===== src/hdl/btrr_pkg.sv =====
`default_nettype none
// ----------------------------------------------------------------------------
// btrr_pkg
// Shared types and constants of the bitmap text row renderer.
// ----------------------------------------------------------------------------
package btrr_pkg;

  localparam logic [1:0] FUNC_LOAD  = 2'd0;
  localparam logic [1:0] FUNC_DRAW  = 2'd1;
  localparam logic [1:0] FUNC_CLEAR = 2'd2;

  localparam logic [1:0] MODE_CONT   = 2'd0;
  localparam logic [1:0] MODE_START  = 2'd1;
  localparam logic [1:0] MODE_CURSOR = 2'd2;

  localparam logic [7:0] CHAR_NL    = 8'h0A;
  localparam logic [7:0] CHAR_CR    = 8'h0D;
  localparam logic [7:0] FIRST_CODE = 8'h20;
  localparam logic [7:0] LAST_CODE  = 8'h7E;

  localparam logic [16:0] GLYPH_SIZE  = 17'd18;
  localparam logic [15:0] LINE_PITCH  = 16'd20;
  localparam logic [11:0] GLYPH_BYTES = 12'd41;
  localparam logic [4:0]  READ_PAIRS  = 5'd21;
  localparam logic [4:0]  LAST_PAIR   = 5'd20;
  localparam logic [4:0]  LAST_ROW    = 5'd17;
  localparam logic [6:0]  ROW_BITS    = 7'd18;
  localparam logic [6:0]  PAIR_BITS   = 7'd16;
  localparam logic [7:0]  BUF_BITS    = 8'd64;

  localparam int QUEUE_DEPTH = 4;
  localparam int QPTR_W      = $clog2(QUEUE_DEPTH);

  localparam logic REG_TEXT_COLOR       = 1'b0;
  localparam logic REG_BACKGROUND_COLOR = 1'b1;

  typedef struct packed {
    logic        is_load;
    logic [11:0] addr;
    logic [7:0]  data;
    logic [15:0] pen_x;
    logic [15:0] pen_y;
  } cmd_t;

  typedef enum logic {
    BK_IDLE,
    BK_DRAW
  } back_state_t;

endpackage
`default_nettype wire


===== src/hdl/btrr_queue.sv =====
`default_nettype none
// ----------------------------------------------------------------------------
// btrr_queue
// Short command queue between the pen tracker and the row generator.
// ----------------------------------------------------------------------------
module btrr_queue (
  input  wire                 clk,
  input  wire                 rst,
  input  wire                 push,
  input  btrr_pkg::cmd_t      push_cmd,
  output logic                full,
  input  wire                 pop,
  output logic                head_valid,
  output btrr_pkg::cmd_t      head_cmd
);
  import btrr_pkg::*;

  cmd_t              slots [QUEUE_DEPTH];
  logic [QPTR_W-1:0] wr_ptr;
  logic [QPTR_W-1:0] rd_ptr;
  logic [QPTR_W:0]   count;
  logic              do_push;
  logic              do_pop;

  assign full       = (count == (QPTR_W + 1)'(QUEUE_DEPTH));
  assign head_valid = (count != '0);
  assign head_cmd   = slots[rd_ptr];
  assign do_push    = push && !full;
  assign do_pop     = pop && head_valid;

  always_ff @(posedge clk) begin
    if (do_push) begin
      slots[wr_ptr] <= push_cmd;
    end
  end

  always_ff @(posedge clk) begin
    if (rst) begin
      wr_ptr <= '0;
      rd_ptr <= '0;
      count  <= '0;
    end else begin
      if (do_push) begin
        wr_ptr <= wr_ptr + 1'b1;
      end
      if (do_pop) begin
        rd_ptr <= rd_ptr + 1'b1;
      end
      if (do_push && !do_pop) begin
        count <= count + 1'b1;
      end else if (do_pop && !do_push) begin
        count <= count - 1'b1;
      end
    end
  end

endmodule
`default_nettype wire


===== config.mk =====
export PLATFORM = sky130hd
export DESIGN_NAME = btrr_queue
export DESIGN_NICKNAME = d
export VERILOG_FILES = /design/src/hdl/btrr_pkg.sv /design/src/hdl/btrr_queue.sv
export SDC_FILE = /design/constraint.sdc
export NUM_CORES = 1
export LEC_CHECK = 0
export BUFFER_PORTS_ARGS = -buffer_cell sky130_fd_sc_hd__buf_2
export CORE_ASPECT_RATIO = 1.75
export CORE_MARGIN = 3
export CORE_UTILIZATION = 38
export DETAILED_ROUTE_END_ITERATION = 10
export PLACE_DENSITY = 0.57
export RECOVER_POWER = 50
export SLEW_MARGIN = 30
export SYNTH_ARGS = -nofsm -noshare
export SYNTH_HDL_FRONTEND = slang
export SYNTH_SLANG_ARGS = --single-unit
export TNS_END_PERCENT = 20

===== constraint.sdc =====
create_clock -name clk -period 3.4 [get_ports clk]
set_input_delay 0 -clock clk [delete_from_list [all_inputs] [get_ports clk]]
set_output_delay 0 -clock clk [all_outputs]
set_load 0.02 [all_outputs]

# After elaboration in Yosys (flattened, before gate mapping)
# Memories as Yosys holds them, arrays and structs flattened. A register that Yosys moved wholly into a read port is not among the register bits.
# Index checks and enable logic that the tools add are counted.
# totals
mem_count,1
elab_cells,24
mem_bits_rw,212
out_inout_bits,55
regBits,7
input_bits,57
# classes
n_addsub,4
mux,6
n_reduce_logical,9
n_eq_ne,1
# memory_table
name,words,word_bits,read_ports,rd_ports_with_merged_regs,write_ports,line_no,text
slots,4,53,1,1,1,btrr_queue.sv:18,cmd_t slots [QUEUE_DEPTH];
# op_table
cell,count
$mux 3,2
$add 2x1->2 const B,2
$logic_and 1x1->1,4
$mux 2,2
$add 3x1->3 const B,1
$eq 3x3->1 const B,1
$logic_not 1->1,3
$reduce_bool 3->1,1
$sub 3x1->3 const B,1
$mux 1,2
$reduce_bool 2->1,1

# Longest topological paths before layout
# logic_depth
ltp_word,7
depth_mapped,8
mapped_depth_nobuf,8

# Worst setup path after synthesis
# No wires, ideal clock.
# synth_timing
path_kind,reg2reg
from,reg count[0]
to,"mem slots[0][0] in the netlist's numbering, enable pin"
slack_ns,0.834
setup_ns,0.416
path_buffers,0
path_stages_with_launch,4
t_arrival_ns,2.150
synth_period_minus_slack_ns,2.566
required_ns,2.984
path_cell_list,dfxtp_1 -> nor3b_2 -> nor2_1 -> and2_1
# synth_between
elab_chain_cells,5
# synth_rtl
item,line_no,text
start: declaration,btrr_queue.sv:21,logic [QPTR_W:0] count;
start signal: assignment,btrr_queue.sv:50,count <= count + 1'b1;
start signal: assignment,btrr_queue.sv:52,count <= count - 1'b1;
$eq 3x3->1,btrr_queue.sv:25,assign full = (count == (QPTR_W + 1)'(QUEUE_DEPTH));
named net full,btrr_queue.sv:11,"output logic full,"
$logic_not 1->1,btrr_queue.sv:28,assign do_push = push && !full;
$logic_and 1x1->1,btrr_queue.sv:28,
named net do_push,btrr_queue.sv:22,logic do_push;
$mux 1,btrr_queue.sv:32,if (do_push) begin
$mux 1 (not written as such),btrr_queue.sv:33,slots[wr_ptr] <= push_cmd;
end: declaration,btrr_queue.sv:18,
# The timed path passes the listed nets, and every way through them passes these cells.

# Worst setup path in the final report
# layout_timing
from,reg count[0]
to,"mem slots[3][2] in the netlist's numbering, enable pin"
# layout_between
elab_chain_cells,5
# layout_rtl
item,line_no
$eq 3x3->1,btrr_queue.sv:25
$logic_not 1->1,btrr_queue.sv:28
$logic_and 1x1->1,btrr_queue.sv:28
named net do_push,btrr_queue.sv:22
$mux 1,btrr_queue.sv:32
$mux 1 (not written as such),btrr_queue.sv:33
# The timed path passes the listed nets, and every way through them passes these cells.

==> metrics.txt <==
status=finished clean; slowest CP cell=and2_0; hpwl dp=9840 um; via count=3,811; DR WL/cell=19.9 um; CP top delay family=simple AND/OR/NAND/NOR gates; top cell type by total area after synthesis=edfxtp_1; Slew headroom=23.1%; non-filler cells in the finished layout=773; Mean Syn Cell Area=25.2 sq um; Period minus WS final=2710 ps; Min-Delay Path Class=input port to flip-flop; max_cap viols=0; hold path start=push_cmd[18]; RePlAce Congestion=0.738; Cells after Synth=325; hold endpoint=slots[2][18]; most common cell after layout, fill and taps aside=edfxtp_1; Crit Reg-Reg Startpoint=count[0]; drt total wl=15,400 um; Longest Clk Path Bufs=3; WP data required=3530 ps; syn nets=388; post-route antenna net violation count=0; FF-to-FF End=slots[3][2]; fraction of layout cells with a size suffix above 1=27.3%; core area=21,000 sq um; Die ar.=23,400 sq um; area share of the largest cell type after synthesis=77.8%; CTS tree=built; reg2reg path depth=4; pwr dens=715 nW/um^2; FF+latch area=6550 sq um; htree depth=1; port bufs=111; Worst setup SP type=flip-flop; first-pass GRT wire length=23,700 um; endpoints failing setup=0; Fin. Hold Viols=0; initial DRC count=133; Final Util=47.8%; # Post-CTS Setup Buffers=0; Seq/Total Area, Yosys=80.0%; worst hold slack=319 ps; worst vdd ir=0.000476 V; vias in the first global route=4,254; ANT cells=0; Syn Std Cell Area=8180 sq um; Die Y=200 um; placement-stage cell area=9030 sq um; Worst R2R Setup Slack=690 ps; filler cell count=1,782; Area Overhead vs Synth=22.9%; max incr delay on CP=950 ps; NumNets Final=573; fin area=10,100 sq um; I/O Pins=112; CP Buf/Inv Count=1; die width=117 um; CP Max Fanout=25; RSZ-0062 raised after global routing=false; Clock Sinks=221; antenna violations before repair=0; All-Layer GR Usage=13.5%; grt ovf=0; max-slew violations=0; CTS root buf=clkbuf_16; Vias/cell=4.93; CP cell instances=nor3b_1, nor2_1, and2_0, buf_4; commonest cells after routing, fill and taps aside=edfxtp_1, clkbuf_1, dlygate4sd3_1, buf_2, mux4_2; footprint of the multi-input gates=1470 sq um; Initial DRT Pass Iterations=5; Placement Rows=70; total design power=7.19 mW; Max Clock Freq=0.369 GHz; Hold Path Stages=2; Initial Utilization=38.9%; Setup Slack @ Placement=1070 ps; Slew @ Worst Pin=1150 ps; clock skew=9.39 ps; P_leak=3.28 nW; most area-consuming cells after synthesis=edfxtp_1, mux4_2, dfxtp_1, buf_12, mux4_1; Yosys warning count=0; Worst Setup Slack, final=686 ps; Final period util=79.8%; Setup Total Neg Slack=0 ps; Num CTS Buffers=19; Placed Cells=684; drt drc=0; FF+latch count, synth=221; clk_lat worst skew=470 ps; synth unique cells=22; largest net degree at the start of global routing=36; Reg clk slew, reported paths=60 ps; Crit Path Class=flip-flop to flip-flop; Critical Path AT=2850 ps; CP endpoint kind=flip-flop
repair_timing:
action,in CTS,in global routing
endpoints found under the setup margin,0,0
gates resized for setup,0,0
hold endpoints to repair,221,0
hold buffers,57,0
metal layers:
metal / global-route usage, % / up-vias / share of wire [%]
li1: - / 1745 / -
met1: 15.8 / 1967 / 37
met2: 25.1 / 78 / 57
met3: 2.17 / 21 / 4.3
met4: 3.91 / 0 / 2.1
met5: 0 / - / 0
area by class of cell:
class                      instances  share of cell area, %
sequential                       221                   65.1
multi-input combinational         87                   14.6
timing repair buffer             177                   11.7
clock buffer                      23                   4.88
tap                              252                   3.14
clock inverter                     9                  0.398
inverter                           4                  0.149
cell usage after synthesis (all sizes together):
cell      n
a21oi     2
and2      4
buf      11
clkbuf    2
dfxtp     9
edfxtp  212
fa        1
ha        5
inv       4
mux2i     2
mux4     53
nand2b    2
nor2      6
nor3b     1
o21ai     2
o311ai    1
o31ai     1
or3       3
xor2      4
worst register-to-register path, delay by kind of cell (launching register included):
family	cells	cell delay, ps
buffers and inverters	1	520
flip-flops	1	460
AND/OR/NAND/NOR	3	1390
report_power, final:
| part | total, mW | leakage [nW] | internal [mW] | switching [mW] |
|---|---|---|---|---|
| Clock | 1.89 | 0.256 | 1.02 | 0.871 |
| Combinational | 1.81 | 1.01 | 0.826 | 0.982 |
| Sequential | 3.48 | 2.02 | 3.28 | 0.208 |
logic make-up (layout without fill, tap and decap cells):
| family | count (synthesis) | in the layout | synth area share [%] |
|---|---|---|---|
| buffers and inverters | 17 | 213 | 1.94 |
| and+or+nand+nor | 16 | 16 | 1.12 |
| xor gates and xnor gates | 4 | 4 | 0.428 |
| muxes | 55 | 55 | 15.0 |
| adders and majority gates | 6 | 6 | 1.01 |
| AOI/OAI and AO/OA | 6 | 6 | 0.505 |
| DFF | 221 | 221 | 80.0 |
sequential cells by signal (all words and copies together) (netlist names), named ones only:
signal  cells
rd_ptr      2
count       3
wr_ptr      2
slots     212
worst max path at each step:
stage | startpoint | end | slack, ps | cells past startpoint
3_5_place_dp | count[0] | count[2] | 1070 | 8
3_3_place_gp | count[0] | slots[1][1] | 1190 | 4
6_report | count[0] | slots[3][2] | 690 | 4
4_1_cts | flip-flop | head_cmd[22] | 850 | 3
5_1_grt | count[0] | slots[3][20] | 380 | 4
2_1_floorplan | count[0] | slots[0][0] | 830 | 3
Note: power is estimated with default switching activity, not from simulation.
