## src/hdl/btrr_pkg.sv

```systemverilog
`default_nettype none
// ----------------------------------------------------------------------------
// btrr_pkg
// Shared types and constants of the bitmap text row renderer.
// ----------------------------------------------------------------------------
package btrr_pkg;

  localparam logic [1:0] FUNC_LOAD  = 2'd0;
  localparam logic [1:0] FUNC_DRAW  = 2'd1;
  localparam logic [1:0] FUNC_CLEAR = 2'd2;

  localparam logic [1:0] MODE_CONT   = 2'd0;
  localparam logic [1:0] MODE_START  = 2'd1;
  localparam logic [1:0] MODE_CURSOR = 2'd2;

  localparam logic [7:0] CHAR_NL    = 8'h0A;
  localparam logic [7:0] CHAR_CR    = 8'h0D;
  localparam logic [7:0] FIRST_CODE = 8'h20;
  localparam logic [7:0] LAST_CODE  = 8'h7E;

  localparam logic [16:0] GLYPH_SIZE  = 17'd18;
  localparam logic [15:0] LINE_PITCH  = 16'd20;
  localparam logic [11:0] GLYPH_BYTES = 12'd41;
  localparam logic [4:0]  READ_PAIRS  = 5'd21;
  localparam logic [4:0]  LAST_PAIR   = 5'd20;
  localparam logic [4:0]  LAST_ROW    = 5'd17;
  localparam logic [6:0]  ROW_BITS    = 7'd18;
  localparam logic [6:0]  PAIR_BITS   = 7'd16;
  localparam logic [7:0]  BUF_BITS    = 8'd64;

  localparam int QUEUE_DEPTH = 4;
  localparam int QPTR_W      = $clog2(QUEUE_DEPTH);

  localparam logic REG_TEXT_COLOR       = 1'b0;
  localparam logic REG_BACKGROUND_COLOR = 1'b1;

  typedef struct packed {
    logic        is_load;
    logic [11:0] addr;
    logic [7:0]  data;
    logic [15:0] pen_x;
    logic [15:0] pen_y;
  } cmd_t;

  typedef enum logic {
    BK_IDLE,
    BK_DRAW
  } back_state_t;

endpackage
`default_nettype wire

```

## src/hdl/btrr_front.sv

```systemverilog
`default_nettype none
// ----------------------------------------------------------------------------
// btrr_front
// Input side: accepts items, tracks the pen and queues loads and glyph draws.
// ----------------------------------------------------------------------------
module btrr_front #(
  parameter int SCREEN_WIDTH  = 240,
  parameter int SCREEN_HEIGHT = 240
) (
  input  wire                 clk,
  input  wire                 rst,
  input  wire                 s_tvalid,
  output logic                s_tready,
  input  wire  [63:0]         s_tdata,   // font_addr, font_byte, char_code, begin_mode,
                                         // start_x, start_y
  input  wire  [1:0]          s_tuser,   // func
  input  wire                 q_full,
  output logic                q_push,
  output btrr_pkg::cmd_t      q_cmd
);
  import btrr_pkg::*;

  logic [15:0] pen_x;
  logic [15:0] pen_y;
  logic [15:0] line_start_x;
  logic        stopped;

  logic [15:0] pen_x_next;
  logic [15:0] pen_y_next;
  logic [15:0] line_start_x_next;
  logic        stopped_next;
  logic        enq;
  logic        accept;

  logic [11:0] font_addr;
  logic [7:0]  font_byte;
  logic [7:0]  char_code;
  logic [1:0]  begin_mode;
  logic [15:0] start_x;
  logic [15:0] start_y;

  assign font_addr  = s_tdata[11:0];
  assign font_byte  = s_tdata[19:12];
  assign char_code  = s_tdata[27:20];
  assign begin_mode = s_tdata[29:28];
  assign start_x    = s_tdata[45:30];
  assign start_y    = s_tdata[61:46];

  assign s_tready = !q_full;
  assign accept   = s_tvalid && s_tready;
  assign q_push   = accept && enq;

  always_comb begin
    logic       active;
    logic [6:0] glyph;
    active            = 1'b0;
    glyph             = '0;
    pen_x_next        = pen_x;
    pen_y_next        = pen_y;
    line_start_x_next = line_start_x;
    stopped_next      = stopped;
    enq               = 1'b0;
    q_cmd             = '0;
    unique case (s_tuser)
      FUNC_LOAD: begin
        enq           = 1'b1;
        q_cmd.is_load = 1'b1;
        q_cmd.addr    = font_addr;
        q_cmd.data    = font_byte;
      end
      FUNC_CLEAR: begin
        pen_x_next = '0;
        pen_y_next = '0;
      end
      FUNC_DRAW: begin
        active = 1'b1;
        if (begin_mode == MODE_START) begin
          pen_x_next        = start_x;
          pen_y_next        = start_y;
          line_start_x_next = start_x;
          stopped_next      = 1'b0;
        end else if (begin_mode == MODE_CURSOR) begin
          line_start_x_next = pen_x;
          stopped_next      = 1'b0;
        end else if (stopped) begin
          active = 1'b0;
        end
        if (active) begin
          if (char_code == CHAR_NL) begin
            pen_x_next = line_start_x_next;
            pen_y_next = pen_y_next + LINE_PITCH;
          end else if (char_code == CHAR_CR) begin
            pen_x_next = line_start_x_next;
          end else begin
            if ({1'b0, pen_x_next} + GLYPH_SIZE > 17'(SCREEN_WIDTH)) begin
              pen_x_next = line_start_x_next;
              pen_y_next = pen_y_next + LINE_PITCH;
            end
            if (char_code >= FIRST_CODE && char_code <= LAST_CODE) begin
              glyph = 7'(char_code - FIRST_CODE);
            end
            enq         = 1'b1;
            q_cmd.addr  = 12'(glyph) * GLYPH_BYTES;
            q_cmd.pen_x = pen_x_next;
            q_cmd.pen_y = pen_y_next;
            pen_x_next  = pen_x_next + 16'(GLYPH_SIZE);
          end
          if ({1'b0, pen_y_next} + GLYPH_SIZE > 17'(SCREEN_HEIGHT)) begin
            stopped_next = 1'b1;
          end
        end
      end
      default: begin
      end
    endcase
  end

  always_ff @(posedge clk) begin
    if (rst) begin
      pen_x        <= '0;
      pen_y        <= '0;
      line_start_x <= '0;
      stopped      <= 1'b0;
    end else if (accept) begin
      pen_x        <= pen_x_next;
      pen_y        <= pen_y_next;
      line_start_x <= line_start_x_next;
      stopped      <= stopped_next;
    end
  end

endmodule
`default_nettype wire

```

## config.mk

```make
export PLATFORM = sky130hd
export DESIGN_NAME = btrr_front
export DESIGN_NICKNAME = d
export VERILOG_FILES = /design/src/hdl/btrr_pkg.sv /design/src/hdl/btrr_front.sv
export SDC_FILE = /design/constraint.sdc
export NUM_CORES = 1
export LEC_CHECK = 0
export ABC_AREA = 0
export ABC_CLOCK_PERIOD_IN_PS = 11060
export BUFFER_PORTS_ARGS = -buffer_cell sky130_fd_sc_hd__clkbuf_2
export CAP_MARGIN = 10
export CORE_MARGIN = 2
export CORE_UTILIZATION = 61
export CTS_CLUSTER_DIAMETER = 80
export DETAILED_ROUTE_END_ITERATION = 7
export GPL_ROUTABILITY_DRIVEN = 0
export GPL_TIMING_DRIVEN = 0
export PLACE_DENSITY_LB_ADDON = 0.25
export SYNTH_ARGS = -nofsm -noshare
export SYNTH_HDL_FRONTEND = slang
export SYNTH_SLANG_ARGS = --single-unit
```

## constraint.sdc

```tcl
create_clock -name clk -period 11.06 [get_ports clk]
set_input_delay 2.212 -clock clk [delete_from_list [all_inputs] [get_ports clk]]
set_output_delay 2.212 -clock clk [all_outputs]
set_load 0.01 [all_outputs]
```

* After elaboration in Yosys (flattened, before gate mapping)
Index checks and enable logic that the tools add are counted.
Widths: inputs -> output; s select.
** Storage, ports and cells
- Register bits after elaboration :: 49
- Output and inout bits :: 55
** Cells by class
- $add $sub $neg :: 5
- $mul :: 1
- Magnitude comparators :: 4
- Eq/ne operators :: 6
- Mux-type cells :: 49
- Reductions and logical operators :: 8
** Operator list (count)
- $mux 16 :: 20
- $mux 32 :: 4
- $pmux 16 s2 :: 2
- $mux 12 :: 3
- $mux 7 :: 5
- $add 16x5->17 const B :: 2
- $gt 17x8->1 const B :: 2
- $add 16x5->16 const B :: 2
- $pmux 12 s2 :: 1
- $eq 8x4->1 const B :: 2
- $mul 7x6->12 const B :: 1
- $mux 1 :: 12
- $ge 8x6->1 const B :: 1
- $le 8x7->1 const B :: 1
- $mux 8 :: 1
- $sub 7x6->7 const B :: 1
- $eq 2x1->1 const B :: 2
- $eq 2x2->1 const B :: 2
- $reduce_and 2->1 :: 2
- $logic_and 1x1->1 :: 3
- $logic_not 2->1 :: 1
- $pmux 1 s2 :: 1
- $reduce_bool 2->1 :: 1
- $logic_not 1->1 :: 1

* Logic depth before layout (Yosys ltp)
- Depth after elaboration :: 15
- Depth in mapped cells :: 23
- Mapped depth without buffers :: 19

* Worst setup path after synthesis
OpenSTA, ideal clock, no wires.
- Kind :: input to output
- Start point :: input port s_tdata[28]
- End point :: output port q_cmd[3] (netlist name)
- Data arrival time :: 6051 ps
- Required time :: 8848 ps
- Path slack :: 2797 ps
- Stages on the path :: 18
- Buffers on the path :: 7
- Cell sequence :: nor2b_1 -> buf_4 -> buf_2 -> buf_2 -> buf_1 -> and2_1 -> a21o_1 -> ha_1 -> a21o_1 -> nand4_1 -> mux2i_1 -> or4_4 -> nor2_1 -> buf_2 -> buf_1 -> buf_1 -> nor2_1 -> a211oi_1
** RTL lines
- from (decl) :: RTL line btrr_front.sv:14 : input wire [63:0] s_tdata,
- to (decl) :: RTL line btrr_front.sv:19 : output btrr_pkg::cmd_t q_cmd

==> flow_summary.json <==
{
  "synth_area_sq_um": 5670,
  "cts_made_buffers": 5,
  "drive_gt1_share_pct": 18.5,
  "crit_path_start_kind": "input port",
  "postCtsSetupBuffers": 0,
  "setup_tns_ns": 0,
  "p_per_area_nw_per_um2": 72.3,
  "drt-total-wl_microns": 19900,
  "max_cap_viol_count": 0,
  "max_freq_mhz": 100,
  "antenna_found_initial": 0,
  "failed_checks": "design-rule violations",
  "synth-compound-area-share_pct": 25.9,
  "avgSynthCellArea_sq_um": 7.18,
  "netlist_instances": 789,
  "clk_latency_ns": 0.33,
  "critPathCaptureType": "output pin",
  "synth_fa_ha_area_share_pct": 7.77,
  "max_slew_margin_pct": 37.6,
  "yosysWarnings": 0,
  "p_leak_nw": 2.81,
  "row_count": 35,
  "core_sq_um": 9110,
  "final_antenna_net_count": 0,
  "multiInputGateArea_sq_um": 4430,
  "port-buffer-count": 122,
  "h-tree-depth": 2,
  "grt_pass1_vias": 6518,
  "regArea_sq_um": 981,
  "ctsHoldBuffers": 0,
  "worst_slew_pin_slew_ns": 0.929,
  "clock_sinks": 49,
  "async_reset_ff_share_pct": 0,
  "drt-initial-drc-count": 836,
  "die_h_microns": 100,
  "synth_mux_area_share_pct": 6.23,
  "synth_seq_cells": 49,
  "synthXorXnorAreaFrac_pct": 7.57,
  "finalCritPeriodShare_pct": 90.0,
  "vias_per_cell": 6.75,
  "clk_path_buf_depth": 2,
  "irDropWorstVdd_mv": 0.0593,
  "hold_viol_final": 0,
  "cts_tree": "built",
  "syn-num-nets": 893,
  "final_nets": 1022,
  "synth_edf_count": 0,
  "dieArea_sq_um": 10100,
  "cts_resized": 0,
  "final_util_pct": 71.5,
  "grt_pass1_wl_microns": 31300,
  "finClkSkew_ns": 0.0122,
  "ys.flop_type": "dfxtp_1",
  "cp.required_ns": 8.85,
  "path_clk_slew_ns": 0.10,
  "finalMaxSlewViolations": 0,
  "synth_top_family_by_area": "simple AND/OR/NAND/NOR gates",
  "cp_max_fo": 10,
  "antennaDiodeCount": 0,
  "root_buffer": "clkbuf_8",
  "initial_core_util_pct": 62.2,
  "gr-total-overflow": 0,
  "dp_hpwl_microns": 15300,
  "final_cell_mix": "clkbuf_2 (122), nor2_1 (119), nand2_1 (88)",
  "drc_errors": 1,
  "yosys.area_share.simple_pct": 30.4,
  "setup_viol": 0,
  "routed-via-count": 6951,
  "fillerInstances": 772,
  "grtUsageTotal_pct": 39.0,
  "grt_max_degree": 15,
  "wire_per_inst_microns": 19.3,
  "hp-class": "reg -> reg",
  "rsz0062_at_grt": "no",
  "outcome": "finished, violations left",
  "ioPinCount": 125,
  "synthToLayoutAreaGrowth_pct": 14.9,
  "layout_commonest_cell": "clkbuf_2",
  "die_x_microns": 100,
  "finalWorstPathRequiredPeriod_ns": 9.96,
  "ys_seq_area_share_pct": 17.3,
  "drt-pass1-iter-count": 8,
  "cp_data_arrival_time_ns": 7.75,
  "crit_type": "in -> out",
  "synth_cell_type_count": 90
}
## cell usage after synthesis (all sizes together), types with 6 or more instances
master,count,share of area [%]
a21o,15,2.0
a21oi,69,6.4
a221oi,14,2.2
a22o,6,0.93
a22oi,16,2.1
a31oi,9,1.1
and2,27,3.0
and3b,7,1.1
buf,16,1.6
clkbuf,28,1.9
dfxtp,49,17
ha,32,7.1
inv,20,1.3
mux2,7,1.5
mux2i,27,4.8
nand2,89,5.9
nand2b,7,0.77
nand3,22,1.9
nor2,120,8.0
nor2b,7,0.77
nor3,15,1.3
nor4,11,1.7
o21ai,31,3.0
o22ai,6,0.66
or2,6,0.66
or4,6,0.86
xnor2,32,4.9
xor2,17,2.6
## through the flow
step | instances | hold WS [ns] | cell area [sq um] | worst slack [ns] | power (W)
6_report | 1030 | 0.483 | 6510 | 1.10 | 0.000471
4_1_cts | 1030 | 0.472 | 6510 | 1.34 | 0.000462
5_1_grt | 1030 | 0.499 | 6510 | 0.900 | 0.000488
2_1_floorplan | 789 | 0.436 | 5670 | 2.80 | 0.000296
3_5_place_dp | 1022 | 0.461 | 6430 | 1.37 | 0.000356
3_3_place_gp | 1022 | 0.448 | 6420 | 1.47 | 0.000350
## state kept, by name, indices dropped and copies added, names as in the netlist
signal        count
line_start_x     16
pen_x            16
pen_y            16
stopped           1
## where the power goes
group	switching [W]	total, W	leakage [nW]	internal [W]
Combinational	0.000116	0.000181	2.38	0.0000646
Clock	0.0000658	0.000111	0.0385	0.0000450
Sequential	0.00000123	0.000179	0.395	0.000178
## worst paths after layout
kind	cells after the start	end	start	slack, ns
min	2	line_start_x[9]	line_start_x[9]	0.48
max reg2reg	17	stopped	pen_x[10]	6.01
max	20	q_cmd[3]	s_tdata[28]	1.10
min reg2reg	2	line_start_x[9]	line_start_x[9]	0.48
## cell families after synthesis
family                   count (synthesis)
adder cells (fa/ha/maj)                 34
flip-flops                              49
AO/OA/AOI/OAI                          213
XOR/XNOR                                49
AND/OR/NAND/NOR                        346
buffers and inverters                   64
multiplexers                            34
## cell type report
type                            count  share of cell area (%)
Timing Repair Buffer              122                    9.38
Buffer                             44                    3.04
Clock inverter                      1                   0.115
Multi-Input combinational cell    676                    68.0
Inverter                           20                    1.15
Sequential cell                    49                    15.1
Tap cell                          111                    2.13
Clock buffer                        7                    1.17
## critical path, stage by stage
cell      delay (ns)
clkbuf_2        0.11
nor2b_1         0.13
buf_4           0.22
buf_2           0.23
buf_2           0.36
buf_1           0.67
and2_1          0.26
a21o_1          0.11
ha_1            0.18
a21o_1          0.18
nand4_1         0.14
mux2i_1         0.23
or4_4           0.64
nor2_1          0.19
buf_2           0.30
buf_1           0.55
buf_1           0.50
nor2_1          0.09
a211oi_1        0.24
clkbuf_2        0.18
## per-layer routing
metal / part of all wire (%) / GRT usage (%) / vias to the layer above / wire length, microns
met5: 0 / 0 / - / 0
met4: 5.9 / 20.4 / 0 / 1180
met3: 12 / 8.29 / 125 / 2350
met2: 44 / 63.7 / 519 / 8840
met1: 38 / 48.3 / 3180 / 7560
li1: - / - / 3127 / -
No activity file was read; power rests on OpenSTA's default activity.
